===== src/hdl/assert_macros.svh =====
// Assertion macros shared by the limiter RTL.
// Depends on nothing; define ASSERT_OFF to compile the checks away.
`ifndef ASSERT_MACROS_SVH
`define ASSERT_MACROS_SVH
`ifndef ASSERT_OFF
// Clocked check, disabled while reset is asserted (active low).
`define TWRL_ASSERT(lbl, clk, rst_n, prop) \
    lbl: assert property (@(posedge clk) disable iff (!rst_n) prop) \
        else $error("twrl assertion failed");
// Clocked check that also holds during reset.
`define TWRL_ASSERT_ALWAYS(lbl, clk, prop) \
    lbl: assert property (@(posedge clk) prop) \
        else $error("twrl assertion failed");
`else
`define TWRL_ASSERT(lbl, clk, rst_n, prop)
`define TWRL_ASSERT_ALWAYS(lbl, clk, prop)
`endif
`endif


===== src/hdl/twrl_pkg.sv =====
// Shared types and constants of the two-window rate limiter.
// Depends on nothing; used by every module of the block.
package twrl_pkg;

    localparam int LOG_DEPTH_DEF = 16;
    localparam int TIME_BITS_DEF = 32;

    localparam int LIMIT_W  = 4;
    localparam int WINDOW_W = 32;
    localparam int NOW_W    = 32;
    localparam int USED_W   = 5;
    localparam int CFG_IDX_W = 2;

    localparam logic [LIMIT_W-1:0]  SHORT_LIMIT_RST  = 4'd1;
    localparam logic [LIMIT_W-1:0]  LONG_LIMIT_RST   = 4'd4;
    localparam logic [WINDOW_W-1:0] SHORT_WINDOW_RST = 32'd1;
    localparam logic [WINDOW_W-1:0] LONG_WINDOW_RST  = 32'd60;

    localparam logic [CFG_IDX_W-1:0] CFG_SHORT_LIMIT  = 2'd0;
    localparam logic [CFG_IDX_W-1:0] CFG_LONG_LIMIT   = 2'd1;
    localparam logic [CFG_IDX_W-1:0] CFG_SHORT_WINDOW = 2'd2;
    localparam logic [CFG_IDX_W-1:0] CFG_LONG_WINDOW  = 2'd3;

    // Per-log commands from the sequencer.
    typedef struct packed {
        logic push;
        logic pop;
    } t_log_ctrl;

endpackage


===== src/hdl/two_window_rate_limiter.sv =====
// Two-window rate limiter: after accept, the short log and then the long log
// pop each expired head entry until one survives or the log is empty.
// A new word is taken only once the last result is handed over; each head read
// goes through the registered log read port and the single shared age compare unit.
// Reset (i_rst_n low, synchronous): logs empty, registers at defaults, no result.
// Log memories are not cleared; only entries inside the fill count are read.
module two_window_rate_limiter #(
    parameter int LOG_DEPTH = twrl_pkg::LOG_DEPTH_DEF,
    parameter int TIME_BITS = twrl_pkg::TIME_BITS_DEF
) (
    input  logic                           i_clk,
    input  logic                           i_rst_n,
    // Attempt channel
    input  logic                           i_in_valid,
    output logic                           o_in_stall,
    input  logic [twrl_pkg::NOW_W-1:0]     i_now_seconds,
    // Result channel
    output logic                           o_out_valid,
    input  logic                           i_out_stall,
    output logic                           o_granted,
    output logic [twrl_pkg::USED_W-1:0]    o_short_used,
    output logic [twrl_pkg::USED_W-1:0]    o_long_used,
    // Configuration write channel
    input  logic                           i_cfg_valid,
    output logic                           o_cfg_ready,
    input  logic [twrl_pkg::CFG_IDX_W-1:0] i_cfg_index,
    input  logic [twrl_pkg::WINDOW_W-1:0]  i_cfg_data
);

`include "assert_macros.svh"

    localparam int FILL_W   = $clog2(LOG_DEPTH+1);
    localparam int LIM_CW   = (FILL_W > twrl_pkg::LIMIT_W) ? FILL_W : twrl_pkg::LIMIT_W;
    localparam int NOW_EXT  = (TIME_BITS > twrl_pkg::NOW_W) ? TIME_BITS : twrl_pkg::NOW_W;

    // Sequencer: accept in IDLE, then read/compare the head of each log until
    // an entry survives or the log runs empty, then hand the result over.
    typedef enum logic [2:0] {
        S_IDLE,
        S_SRD,
        S_SCMP,
        S_LRD,
        S_LCMP,
        S_DONE
    } t_state;

    t_state r_state;

    // Configuration registers
    logic [twrl_pkg::LIMIT_W-1:0]  r_short_limit;
    logic [twrl_pkg::LIMIT_W-1:0]  r_long_limit;
    logic [twrl_pkg::WINDOW_W-1:0] r_short_window;
    logic [twrl_pkg::WINDOW_W-1:0] r_long_window;

    // Word in flight and output register
    logic [TIME_BITS-1:0]        r_now;
    logic                        r_grant;
    logic                        r_out_valid;
    logic                        r_out_granted;
    logic [twrl_pkg::USED_W-1:0] r_out_short;
    logic [twrl_pkg::USED_W-1:0] r_out_long;

    logic                  in_accept;
    logic [TIME_BITS-1:0]  now_t;
    logic                  grant;
    logic [FILL_W-1:0]     short_fill, long_fill;
    logic [TIME_BITS-1:0]  short_head, long_head;
    twrl_pkg::t_log_ctrl   short_ctrl, long_ctrl;
    logic [TIME_BITS-1:0]  cmp_entry;
    logic [twrl_pkg::WINDOW_W-1:0] cmp_window;
    logic                  expire;
    logic                  out_free;

    assign o_in_stall  = (r_state != S_IDLE);
    assign in_accept   = i_in_valid && !o_in_stall;
    assign o_cfg_ready = 1'b1;

    // Keep the low TIME_BITS of the time stamp.
    assign now_t = TIME_BITS'(NOW_EXT'(i_now_seconds));

    // Inclusive limit tests; a full log refuses any grant.
    assign grant = (LIM_CW'(short_fill) <= LIM_CW'(r_short_limit))
                && (LIM_CW'(long_fill)  <= LIM_CW'(r_long_limit))
                && (short_fill < FILL_W'(LOG_DEPTH))
                && (long_fill  < FILL_W'(LOG_DEPTH));

    // Shared age unit: short log in S_SCMP, long log in S_LCMP.
    assign cmp_entry  = (r_state == S_LCMP) ? long_head : short_head;
    assign cmp_window = (r_state == S_LCMP) ? r_long_window : r_short_window;

    twrl_age_unit #(
        .TIME_BITS (TIME_BITS)
    ) u_age (
        .i_now    (r_now),
        .i_entry  (cmp_entry),
        .i_window (cmp_window),
        .o_expire (expire)
    );

    // Push both logs at accept on a grant; pop the head that the unit expires.
    always_comb begin
        short_ctrl.push = in_accept && grant;
        long_ctrl.push  = in_accept && grant;
        short_ctrl.pop  = (r_state == S_SCMP) && (short_fill != '0) && expire;
        long_ctrl.pop   = (r_state == S_LCMP) && (long_fill  != '0) && expire;
    end

    twrl_log #(
        .LOG_DEPTH (LOG_DEPTH),
        .TIME_BITS (TIME_BITS)
    ) u_short_log (
        .i_clk       (i_clk),
        .i_rst_n     (i_rst_n),
        .i_ctrl      (short_ctrl),
        .i_wdata     (now_t),
        .o_head_data (short_head),
        .o_fill      (short_fill)
    );

    twrl_log #(
        .LOG_DEPTH (LOG_DEPTH),
        .TIME_BITS (TIME_BITS)
    ) u_long_log (
        .i_clk       (i_clk),
        .i_rst_n     (i_rst_n),
        .i_ctrl      (long_ctrl),
        .i_wdata     (now_t),
        .o_head_data (long_head),
        .o_fill      (long_fill)
    );

    // Configuration writes; an index outside the list is dropped.
    always_ff @(posedge i_clk) begin
        if (!i_rst_n) begin
            r_short_limit  <= twrl_pkg::SHORT_LIMIT_RST;
            r_long_limit   <= twrl_pkg::LONG_LIMIT_RST;
            r_short_window <= twrl_pkg::SHORT_WINDOW_RST;
            r_long_window  <= twrl_pkg::LONG_WINDOW_RST;
        end else if (i_cfg_valid && o_cfg_ready) begin
            unique case (i_cfg_index)
                twrl_pkg::CFG_SHORT_LIMIT: begin
                    r_short_limit <= i_cfg_data[twrl_pkg::LIMIT_W-1:0];
                end
                twrl_pkg::CFG_LONG_LIMIT: begin
                    r_long_limit <= i_cfg_data[twrl_pkg::LIMIT_W-1:0];
                end
                twrl_pkg::CFG_SHORT_WINDOW: begin
                    r_short_window <= i_cfg_data;
                end
                twrl_pkg::CFG_LONG_WINDOW: begin
                    r_long_window <= i_cfg_data;
                end
                default: begin
                end
            endcase
        end
    end

    // Output slot is free when empty or being taken this cycle.
    assign out_free = !r_out_valid || !i_out_stall;

    always_ff @(posedge i_clk) begin
        if (!i_rst_n) begin
            r_state     <= S_IDLE;
            r_out_valid <= 1'b0;
        end else begin
            // Drop the result once it is taken, unless a new one loads below.
            if (r_out_valid && !i_out_stall && !((r_state == S_DONE) && out_free)) begin
                r_out_valid <= 1'b0;
            end
            unique case (r_state)
                S_IDLE: begin
                    if (in_accept) begin
                        r_now   <= now_t;
                        r_grant <= grant;
                        r_state <= S_SRD;
                    end
                end
                S_SRD: begin
                    // Head read in flight through the registered port.
                    r_state <= S_SCMP;
                end
                S_SCMP: begin
                    if ((short_fill != '0) && expire) begin
                        r_state <= S_SRD;
                    end else begin
                        r_state <= S_LRD;
                    end
                end
                S_LRD: begin
                    r_state <= S_LCMP;
                end
                S_LCMP: begin
                    if ((long_fill != '0) && expire) begin
                        r_state <= S_LRD;
                    end else begin
                        r_state <= S_DONE;
                    end
                end
                S_DONE: begin
                    // Hold until the output register can take the word.
                    if (out_free) begin
                        r_out_valid   <= 1'b1;
                        r_out_granted <= r_grant;
                        r_out_short   <= twrl_pkg::USED_W'(short_fill);
                        r_out_long    <= twrl_pkg::USED_W'(long_fill);
                        r_state       <= S_IDLE;
                    end
                end
                default: begin
                    r_state <= S_IDLE;
                end
            endcase
        end
    end

    assign o_out_valid  = r_out_valid;
    assign o_granted    = r_out_granted;
    assign o_short_used = r_out_short;
    assign o_long_used  = r_out_long;

    // A granted word never overfills a log.
    `TWRL_ASSERT(a_short_bound, i_clk, i_rst_n, short_fill <= FILL_W'(LOG_DEPTH))
    `TWRL_ASSERT(a_long_bound, i_clk, i_rst_n, long_fill <= FILL_W'(LOG_DEPTH))
    // An accepted word starts the short-log expiry pass.
    `TWRL_ASSERT(a_accept_seq, i_clk, i_rst_n, in_accept |=> (r_state == S_SRD))
    // A new result is loaded only from the hand-over state.
    `TWRL_ASSERT(a_load_src, i_clk, i_rst_n, $rose(r_out_valid) |-> ($past(r_state) == S_DONE))
    // The shared unit serves one log at a time.
    `TWRL_ASSERT(a_one_pop, i_clk, i_rst_n, !(short_ctrl.pop && long_ctrl.pop))

endmodule


===== src/hdl/twrl_age_unit.sv =====
// Shared age test: wrapping age of one log entry against a window.
// Depends on twrl_pkg for the window width.
module twrl_age_unit #(
    parameter int TIME_BITS = twrl_pkg::TIME_BITS_DEF
) (
    input  logic [TIME_BITS-1:0]          i_now,
    input  logic [TIME_BITS-1:0]          i_entry,
    input  logic [twrl_pkg::WINDOW_W-1:0] i_window,
    output logic                          o_expire
);

    localparam int CMP_BITS = (TIME_BITS > twrl_pkg::WINDOW_W) ? TIME_BITS
                                                               : twrl_pkg::WINDOW_W;

    logic [TIME_BITS-1:0] age;

    // Age wraps modulo 2^TIME_BITS.
    assign age      = i_now - i_entry;
    assign o_expire = CMP_BITS'(age) > CMP_BITS'(i_window);

endmodule


===== src/hdl/twrl_log.sv =====
// Time-stamp log: circular memory with head pointer and fill count.
// Depends on twrl_pkg for the command struct.
module twrl_log #(
    parameter int LOG_DEPTH = twrl_pkg::LOG_DEPTH_DEF,
    parameter int TIME_BITS = twrl_pkg::TIME_BITS_DEF
) (
    input  logic                          i_clk,
    input  logic                          i_rst_n,
    input  twrl_pkg::t_log_ctrl           i_ctrl,
    input  logic [TIME_BITS-1:0]          i_wdata,
    output logic [TIME_BITS-1:0]          o_head_data,
    output logic [$clog2(LOG_DEPTH+1)-1:0] o_fill
);

    localparam int IDX_W  = $clog2(LOG_DEPTH);
    localparam int FILL_W = $clog2(LOG_DEPTH+1);

    logic [TIME_BITS-1:0] r_mem [LOG_DEPTH];
    logic [TIME_BITS-1:0] r_rd_data;
    logic [IDX_W-1:0]     r_head, n_head;
    logic [FILL_W-1:0]    r_fill, n_fill;
    logic [IDX_W:0]       tail_sum;
    logic [IDX_W-1:0]     tail;

    // Tail wraps once at most: head and fill both stay below the depth on a push.
    assign tail_sum = (IDX_W+1)'(r_head) + (IDX_W+1)'(r_fill);
    assign tail     = (tail_sum >= (IDX_W+1)'(LOG_DEPTH))
                    ? IDX_W'(tail_sum - (IDX_W+1)'(LOG_DEPTH))
                    : IDX_W'(tail_sum);

    always_comb begin
        n_head = r_head;
        n_fill = r_fill;
        if (i_ctrl.push && (r_fill < FILL_W'(LOG_DEPTH))) begin
            n_fill = r_fill + FILL_W'(1);
        end
        if (i_ctrl.pop && (r_fill != '0)) begin
            n_head = (r_head == IDX_W'(LOG_DEPTH-1)) ? '0 : r_head + IDX_W'(1);
            n_fill = r_fill - FILL_W'(1);
        end
    end

    always_ff @(posedge i_clk) begin
        if (!i_rst_n) begin
            r_head <= '0;
            r_fill <= '0;
        end else begin
            r_head <= n_head;
            r_fill <= n_fill;
        end
    end

    // Memory: one write port at the tail, registered read at the head.
    always_ff @(posedge i_clk) begin
        if (i_ctrl.push && (r_fill < FILL_W'(LOG_DEPTH))) begin
            r_mem[tail] <= i_wdata;
        end
        r_rd_data <= r_mem[r_head];
    end

    assign o_head_data = r_rd_data;
    assign o_fill      = r_fill;

endmodule

===== config.mk =====
export PLATFORM = sky130hd
export DESIGN_NAME = two_window_rate_limiter
export DESIGN_NICKNAME = d
export VERILOG_FILES = /design/src/hdl/twrl_pkg.sv /design/src/hdl/two_window_rate_limiter.sv /design/src/hdl/twrl_age_unit.sv /design/src/hdl/twrl_log.sv
export VERILOG_INCLUDE_DIRS = /design/src /design/src/hdl
export SDC_FILE = /design/constraint.sdc
export NUM_CORES = 1
export LEC_CHECK = 0
export BUFFER_PORTS_ARGS = -buffer_cell sky130_fd_sc_hd__buf_4
export CORE_MARGIN = 1.5
export CORE_UTILIZATION = 30
export CTS_BUF_LIST = sky130_fd_sc_hd__clkbuf_4
export DETAILED_ROUTE_END_ITERATION = 10
export PLACE_DENSITY = 0.56
export SYNTH_ARGS = -nofsm -noshare
export SYNTH_HDL_FRONTEND = slang
export SYNTH_HIERARCHICAL = 1
export SYNTH_SLANG_ARGS = --single-unit

===== constraint.sdc =====
create_clock -name i_clk -period 9.1 [get_ports i_clk]
set_input_delay 1.82 -clock i_clk [delete_from_list [all_inputs] [get_ports i_clk]]
set_output_delay 1.82 -clock i_clk [all_outputs]
set_load 0.02 [all_outputs]

# After elaboration in Yosys (flattened, before gate mapping)
# Memories as Yosys holds them, arrays and structs flattened. A register that Yosys moved wholly into a read port is not among the register bits.
# Cells that the tools add are included.
# word_totals
regBits	138
ram_bits	1024
inputBits	71
out_inout_bits	14
word_cells	106
n_memories	2
# op_classes
add_sub_neg	11
magnitude_cmp	7
n_eq_ne	12
muxes	22
reduce_logical	37
# mem_list
memory	depth	width	read_ports	rd_clocked_by_memory_dff	write_ports	line_no	rtl
u_long_log.r_mem	16	32	1	1	1	twrl_log.sv:18	logic [TIME_BITS-1:0] r_mem [LOG_DEPTH];
u_short_log.r_mem	16	32	1	1	1	twrl_log.sv:18	
# ops
operator	n
$mux 32	2
$gt 32x32->1	1
$sub 32x32->32	1
$mux 5	4
$logic_and 1x1->1	18
$pmux 3 s6	1
$mux 4	4
$add 4x5->5	2
$add 5x1->5 const B	2
$ge 5x5->1 const B	2
$le 5x4->1	2
$lt 5x5->1 const B	2
$reduce_and 2->1	5
$reduce_bool 5->1	2
$sub 5x1->5 const B	2
$mux 3	3
$add 4x1->4 const B	2
$eq 4x4->1 const B	2
$sub 4x1->4 const B	2
$mux 1	7
$eq 3x2->1 const B	2
$eq 3x3->1 const B	2
$reduce_and 3->1	2
$eq 2x2->1 const B	2
10 further kinds	15

# Longest topological paths before layout
# Gate-level depths: netlist (run 1).
# depth
ltp_word	8
ltp_mapped	31
depth_no_buf	30

# Hierarchy
# Netlist (run 1), hierarchy kept.
# modules_own_cells
module	instances	cells_per_inst	area_per_inst_um2	seq_area_each_um2
twrl_log at u_long_log	1	922	20579.7	16195.5
twrl_log at u_short_log	1	925	20552.2	16195.5
two_window_rate_limiter	1	499	5236.3	2842.7
twrl_age_unit	1	388	2678.8	0.0

# Worst setup path before layout (run 1)
# Ideal clock, no wire load.
# synth_timing
path_kind	flip-flop to flip-flop
startpoint	register r_state[1]
endpoint	register u_long_log.r_fill[3], in the netlist u_long_log/o_fill[3]
setup_ns	0.101
arrival_ns	5.541
t_required_ns	8.999
slack_ns	3.458
stages_incl_launch_ff	30
n_path_buf	2
period_less_slack_ns	5.642
cell_sequence	dfxtp_1 inv_1 nand2_2 nor2_4 buf_2 mux2_2 inv_1 ha_1 buf_6 a21o_1 a21o_1 a21o_1 and3_4 nor3b_4 a21boi_0 xor2_1 ha_1 nand4_1 nor4_1 o21ai_0 a32oi_1 o21ai_2 nor3_2 o21ai_4 inv_2 ha_1 a21o_1 a21oi_1 xor2_1 o41ai_1
# synth_rtl
item	line_no	rtl
start: declaration	two_window_rate_limiter.sv:47	t_state r_state;
start signal: assignment	two_window_rate_limiter.sv:164	r_state <= S_IDLE;
start signal: assignment	two_window_rate_limiter.sv:176	r_state <= S_SRD;
start signal: assignment	two_window_rate_limiter.sv:181	r_state <= S_SCMP;
end signal: assignment	twrl_log.sv:49	r_fill <= n_fill;
end: declaration	twrl_log.sv:21	logic [FILL_W-1:0] r_fill, n_fill;

==> summary.txt, run 1 <==
====================================================================================
Result of the run ..................................................... complete, no violations
End-of-flow core utilization ..........................................        34.8%
PostCTS Resize Cnt ....................................................            0
Synth cell types ......................................................           78
Crit path arrival time ................................................      8050 ps
# setup viols final ...................................................            0
Final worst path period need ..........................................      7010 ps
Fraction of power consumed by sequential logic ........................        50.5%
Final Routed Wirelength ...............................................       121 mm
Type of element launching the critical path ...........................    flip-flop
Quantity of hold-fixing buffers added after cts .......................            0
Number of hold-slack violations in the final timing report ............            0
Core Box Area .........................................................  163000 um^2
Sinks on Clock Net ....................................................         1226
Number of I/O pins ....................................................           85
EDFF count, synth .....................................................         1068
Number of synthesized register bits ...................................         1226
Largest buffer count on any clock path ................................            4
Post-layout nets ......................................................         3238
Number of nets still failing antenna checks after routing .............            0
Gate family responsible for the most delay along the worst path ....... compound AO/OA/AOI/OAI gates
Mean instance size in the synthesized netlist .........................    17.9 um^2
Placer's final routability congestion estimate ........................        0.853
Via count .............................................................        26472
Final-layout setup total negative slack ...............................         0 ps
CTS Root Buffer Type ..................................................     clkbuf_4
Worst Reg-to-Reg Cells ................................................           28
Die X .................................................................       407 um
Setup skew after layout ...............................................       104 ps
Master of the slowest instance on the critical path ...................      a32oi_1
Remaining Overflow, GRT ...............................................            0
Power Density .........................................................  226 nW/um^2
Tcrit/Tclk final ......................................................        77.1%
Total routing usage reported by global routing ........................        14.5%
Met2 demand-to-capacity share in global routing .......................        22.8%
Vias in the first global route ........................................        27357
Number of buffers and inverters on the critical path ..................            4
Number of DRC markers in iteration 0 ..................................         1957
Total standard cell area after synthesis ..............................   49000 um^2
Gate count of the mapped netlist ......................................         2734
Global routing's busiest layer ........................................         met2
DIE AREA ..............................................................  166000 um^2
Detailed-route wire length per cell ...................................      22.1 um
Final-layout fill cell count ..........................................        15582
Drt via density .......................................................         4.83
Cell Rows .............................................................          148
Type of the most critical hold path ...................................   reg -> reg
Met3 GRT Util .........................................................        2.79%
Slowest Stage Delay on Critical Path ..................................       490 ps
Peak ir drop on the vdd network .......................................       110 uV
Post-CTS setup buffers ................................................            0
Port buffer count .....................................................           83
Proportion of synthesized chip area in sequential cells ...............        71.8%
Largest net degree at the start of global routing .....................           98
Critical path required time ...........................................     10140 ps
Post-layout instance count excluding filler cells .....................         5485
Maximum fanout count along the critical path ..........................           17
Vert. Die Dim .........................................................       407 um
Share of layout cells above drive strength 1 ..........................        31.9%
Hold Path Cell Cnt ....................................................            0
Signed area change from the synthesized netlist to the final layout ...        15.3%
Number of H-tree levels ...............................................            5
Tightest Pin Transition ...............................................      1150 ps
Clock tree from TritonCTS .............................................        built
Critical Path End Type ................................................    flip-flop
Power share of the combinational group ................................        12.2%
Critical Setup Path Class .............................................   reg -> reg
Setup repair after global routing missed its margin ...................           no
Met1 routing resource usage after global routing ......................        19.5%
Router iterations before antenna repair ...............................            5
Synth warn ............................................................            6
Initial standard-cell utilization of the core .........................        30.2%
Total internal power ..................................................      9.56 mW
Clk_lat worst skew ....................................................      1230 ps
Count of cell instances traversed by the critical path ................           28
First-pass GRT wire length ............................................       178 mm
Total area of multi-input combinational cells .........................   13100 um^2
Worst-path clk slew ...................................................        60 ps
Predominant post-synthesis flop cell ..................................     edfxtp_1
Initial antenna violation count .......................................            2
Post-detail-place hpwl ................................................      66.1 mm
Clock power frac ......................................................        37.3%
Max Clock Freq ........................................................      143 MHz
Max cap viols .........................................................            0
Post-placement setup slack ............................................      2200 ps
# DRC .................................................................            0
Net Switching .........................................................      3.24 mW
Cell leakage power ....................................................      18.7 nW
Worst rel slew slack ..................................................        23.5%
Post-Synthesis Net Count ..............................................         2895
Share of flip-flops with an asynchronous set or reset after synthesis .           0%
Number of pins with negative max-slew slack in the final report .......            0
Final setup slack of the worst path ...................................      2090 ps
Placed cells ..........................................................         4914
CTS Buf Count .........................................................          336
Switching share of power ..............................................        25.3%
Sequential cell area ..................................................   35200 um^2
====================================================================================
## per-layer routing
metal | up-vias | wire [um]
li1 | 11732 | -
met1 | 13673 | 54000
met2 | 833 | 57500
met3 | 234 | 6420
met4 | 0 | 3430
met5 | - | 0
## per-stage QoR
step           hold WS [ps]  cell area [um^2]  total power, mW
2_1_floorplan           400             49000             7.54
3_3_place_gp            431             52400             8.12
3_5_place_dp            414             52400             8.13
4_1_cts                 429             56600             13.0
5_1_grt                 430             56600             13.4
6_report                431             56600             12.8
## cells by family (layout without fill, tap and decap cells)
kind of cell / after synthesis / in the layout / share of synthesized area (%)
compound gates: 373 / 373 / 5.38
xor+xnor: 36 / 36 / 0.643
fa+ha+maj: 90 / 90 / 2.37
buf+inv: 221 / 790 / 2.04
flops: 1226 / 1226 / 71.8
mux: 338 / 338 / 13.6
other cells: 1 / 8 / 0.00765
simple gates: 449 / 449 / 4.13
## synth_stat cells, types with 3 or more instances
master | instances | area (um^2)
a21oi_2 | 3 | 26.3
xnor2_1 | 19 | 166
or3_1 | 4 | 25.0
o21a_1 | 10 | 75.1
mux2_1 | 5 | 56.3
nand2_1 | 248 | 931
dfxtp_1 | 158 | 3160
a211oi_1 | 3 | 22.5
mux2i_1 | 18 | 180
a22oi_1 | 129 | 968
mux2_2 | 59 | 664
buf_6 | 14 | 158
buf_1 | 20 | 75.1
o211ai_1 | 4 | 30.0
inv_1 | 87 | 327
a21o_1 | 30 | 225
clkbuf_1 | 63 | 236
xor2_1 | 17 | 149
or2_2 | 3 | 18.8
nor3b_1 | 3 | 22.5
a21oi_1 | 58 | 290
o21bai_1 | 4 | 30.0
fa_1 | 5 | 100
nor2b_1 | 22 | 138
and2_1 | 3 | 18.8
buf_4 | 8 | 60.1
and3_1 | 5 | 31.3
buf_2 | 27 | 135
a21boi_0 | 59 | 443
o21ai_0 | 30 | 150
mux4_2 | 256 | 5770
edfxtp_1 | 1068 | 32100
nor3_2 | 3 | 30.0
nor2_1 | 83 | 312
a21boi_1 | 4 | 30.0
o31a_1 | 4 | 35.0
nor3_1 | 4 | 20.0
ha_1 | 85 | 1060
o21ai_1 | 3 | 15.0
or4_4 | 3 | 33.8
nand4_1 | 16 | 100
a31oi_1 | 5 | 31.3
nand3_1 | 24 | 120
o41ai_1 | 4 | 35.0
nand2b_1 | 12 | 75.1
## power by group through the flow
stage	sequential [mW]	combinational (mW)	clock, mW
global placement	6.58	1.53	0
global route	6.47	1.72	5.21
CTS	6.46	1.55	4.94
floorplan	6.52	1.02	0
detailed placement	6.58	1.55	0
finish	6.46	1.56	4.77
## worst paths after layout
kind / from / to / slack, ps
setup reg to reg: r_state[1] / u_long_log/o_fill[3] / 2090
setup / recovery: r_state[1] / u_long_log/o_fill[3] / 2090
hold / removal: r_grant / o_granted / 430
hold reg to reg: r_grant / o_granted / 430
## worst register-to-register path: cells and delay by family (launching register included)
kind | cells | cell delay, ps
adders and majority gates | 3 | 860
xor gates and xnor gates | 2 | 270
AOI/OAI and AO/OA | 12 | 2630
buffers and inverters | 4 | 660
DFF | 1 | 360
and+or+nand+nor | 6 | 1730
muxes | 1 | 380
## flip-flops by register name (all words and copies together), names as in the netlist, 5 cells and up
signal and flops:
o_long_used 5, u_short_log/r_mem 512, u_long_log/o_fill 5, r_now 32
u_long_log/r_mem 512, u_short_log/o_fill 5, r_short_window 32, u_long_log/o_head_data 32
o_short_used 5, u_short_log/o_head_data 32, r_long_window 32
## placed cells by master, fill, tap and decap left out, drive strengths merged, types with 4 or more instances in the layout
cell type	count
edfxtp	1068
clkbuf	515
mux4	256
nand2	249
dfxtp	158
buf	137
a22oi	129
inv	92
ha	85
nor2	84
mux2	64
a21boi	63
a21oi	61
clkinv	44
o21ai	36
a21o	30
nand3	24
nor2b	22
xnor2	19
mux2i	18
xor2	17
nand4	16
nand2b	12
o21a	10
diode	7
nor3	7
and3	6
nor3b	6
a31oi	5
fa	5
o211ai	5
o31a	4
or3	4
o21bai	4
o41ai	4
or4	4
and2	4
## area by class of cell
type | count | share of cell area [%]
clock buffer | 515 | 6.83
tap | 2175 | 4.81
timing repair buffer | 137 | 1.82
multi-input combinational | 1287 | 23.2
sequential | 1226 | 62.3
antenna | 7 | 0.0310
inverter | 89 | 0.591
clock inverter | 49 | 0.433
Power figures use the tool's default switching activity.
==> inputs of run 2 (changes only) <==
- PLACE_DENSITY: 0.56 -> 0.58
- clock period: 9.1 -> 5.6 ns (I/O delays scaled with it)
==> run 2 against run 1 <==
Sequential power up 63%. Cell count up 2.0%. Via count up 3.6%. First-iteration DRC count up 32%. Cell area up 2.7%. Register-to-register slack worse by 2000 ps. Routed wire length up 5.2%. Sequential share of layout area down 1.6 points. Clock-buffer cell count down 30. Combinational power up 99%. Critical path type unchanged. Largest cell class unchanged.
==> summary.txt, run 2 (synthesized netlist as in run 1, its figures left out) <==
==================================================================================
Final-layout setup total negative slack .............................         0 ps
Launch instance of the worst min-delay path ......................... i_cfg_data[30]
Largest buffer count on any clock path ..............................            4
# DRC ...............................................................            0
Worst Reg-to-Reg Cells ..............................................           31
Most frequent cells in the layout ................................... edfxtp_1, clkbuf_4, mux4_2
Type of element launching the critical path .........................    flip-flop
Most common cell after layout, fill and taps aside ..................     edfxtp_1
Critical Setup Path Class ...........................................   reg -> reg
CTS Buf Count .......................................................          334
Number of DRC markers in iteration 0 ................................         2581
Initial standard-cell utilization of the core .......................        30.2%
Critical path required time .........................................      6700 ps
Worst rel slew slack ................................................        26.0%
Vert. Die Dim .......................................................       407 um
Hold Path Cell Cnt ..................................................            3
Tcrit/Tclk final ....................................................        98.8%
Remaining Overflow, GRT .............................................            0
CTS Root Buffer Type ................................................     clkbuf_4
Via count ...........................................................        27415
Share of layout cells above drive strength 1 ........................        35.8%
End-of-flow core utilization ........................................        35.7%
Clock tree from TritonCTS ...........................................        built
First-pass GRT wire length ..........................................       186 mm
Post-placement setup slack ..........................................      -190 ps
Port buffer count ...................................................           83
Sinks on Clock Net ..................................................         1226
Max cap viols .......................................................            0
Number of pins with negative max-slew slack in the final report .....            0
Cell Rows ...........................................................          148
Placer's final routability congestion estimate ......................        0.864
Critical Path End Type ..............................................    flip-flop
Final worst path period need ........................................      5530 ps
Setup repair after global routing missed its margin .................          yes
Core Box Area .......................................................  163000 um^2
Setup skew after layout .............................................       102 ps
Max Clock Freq ......................................................      181 MHz
Type of the most critical hold path .................................    in -> reg
Drt via density .....................................................         4.90
Tightest Pin Transition .............................................      1110 ps
Post-detail-place hpwl ..............................................      74.4 mm
Slowest Stage Delay on Critical Path ................................       350 ps
Final Routed Wirelength .............................................       128 mm
Number of H-tree levels .............................................            5
Cell leakage power ..................................................      19.3 nW
Clk_lat worst skew ..................................................      1220 ps
Fin Hold WS .........................................................       156 ps
Number of I/O pins ..................................................           85
Worst Hold End ...................................................... r_long_window[30]
Power Density .......................................................  367 nW/um^2
Crit path arrival time ..............................................      6640 ps
DIE AREA ............................................................  166000 um^2
Worst reg2reg endpoint .............................................. u_long_log/o_fill[3]
Final-layout fill cell count ........................................        15396
Detailed-route wire length per cell .................................      22.8 um
Total Power Consumption .............................................      21.3 mW
Worst-path clk slew .................................................        70 ps
Signed area change from the synthesized netlist to the final layout .        18.4%
Total routing usage reported by global routing ......................        15.1%
Router iterations before antenna repair .............................            5
Result of the run ................................................... complete, no violations
Master of the slowest instance on the critical path .................       nor4_2
RR Startpoint .......................................................   r_state[1]
Vias in the first global route ......................................        27664
Initial antenna violation count .....................................            6
Number of nets still failing antenna checks after routing ...........            0
Worst setup slack for register-to-register paths ....................        70 ps
Final setup slack of the worst path .................................      68.7 ps
Largest net degree at the start of global routing ...................          132
Maximum fanout count along the critical path ........................            6
Die X ...............................................................       407 um
Peak ir drop on the vdd network .....................................       183 uV
Post-layout nets ....................................................         3351
Registers with the highest flip-flop counts ......................... u_long_log/r_mem x512, u_short_log/r_mem x512
# setup viols final .................................................            0
Number of hold-slack violations in the final timing report ..........            0
==================================================================================
-- run 2: cell count changes in the layout (fill, tap and decap cells not counted), sizes merged --
cell,before,now
buf,137,251
bufinv,2,4
clkbuf,515,485
clkinv,44,67
diode,7,5
dlygate4sd3,0,1
inv,92,93
-- run 2: critical path: cells and delay by family (launching register included) --
family,cells,cell delay [ps]
muxes,1,290
buffers and inverters,7,810
and+or+nand+nor,6,960
adders and majority gates,3,690
AOI/OAI and AO/OA,12,2060
xor gates and xnor gates,2,240
DFF,1,320
-- run 2: what timing repair did --
action	CTS	global route
pin swaps	6	48
resized for setup	17	97
endpoints found under the setup margin	4	8
hold buffers	1	0
endpoints found under the hold margin	1	0
setup buffers	6	17
gates cloned	0	0
-- run 2: worst max-delay path by stage --
stage                     cells after the start  startpoint              endpoint
after CTS                                    31  r_state[1]  u_long_log/o_fill[3]
final                                        31  r_state[1]  u_long_log/o_fill[3]
after floorplan                              29  r_state[1]  u_long_log/o_fill[3]
after global placement                       30  r_state[1]  u_long_log/o_fill[3]
after global routing                         31  r_state[1]  u_long_log/o_fill[3]
after detailed placement                     29  r_state[1]  u_long_log/o_fill[3]
-- run 2: area by class of cell --
| class | instances | area [um^2] | share of cell area (%) |
|---|---|---|---|
| flip-flops and latches | 1226 | 35300 | 60.7 |
| multi-input cells | 1287 | 13600 | 23.4 |
| clock buffers | 485 | 3640 | 6.27 |
| well taps | 2175 | 2720 | 4.68 |
| repair buffers | 252 | 2120 | 3.64 |
| clock inverters | 75 | 405 | 0.698 |
| inverters | 89 | 337 | 0.579 |
| diodes | 5 | 12.5 | 0.0215 |
-- run 2: per-stage QoR --
step                cells  cell area (um^2)
global route         5593             58100
detailed placement   5005             53300
floorplan            2734             49000
CTS                  5572             57500
finish               5594             58100
global placement     5005             53300
-- run 2: routing by layer --
layer | wire length (um) | global-route usage, % | vias up
met3 | 8390 | 3.11 | 195
met5 | 13 | 0 | -
met1 | 56800 | 21.1 | 14222
li1 | - | - | 11971
met4 | 2770 | 5.05 | 2
met2 | 59700 | 23.5 | 1025
-- run 2: report_power, final --
group	internal [mW]	switching (mW)	leakage (nW)
sequential	10.3	0.186	11.0
combinational	1.37	1.74	5.90
clock	4.13	3.55	2.45
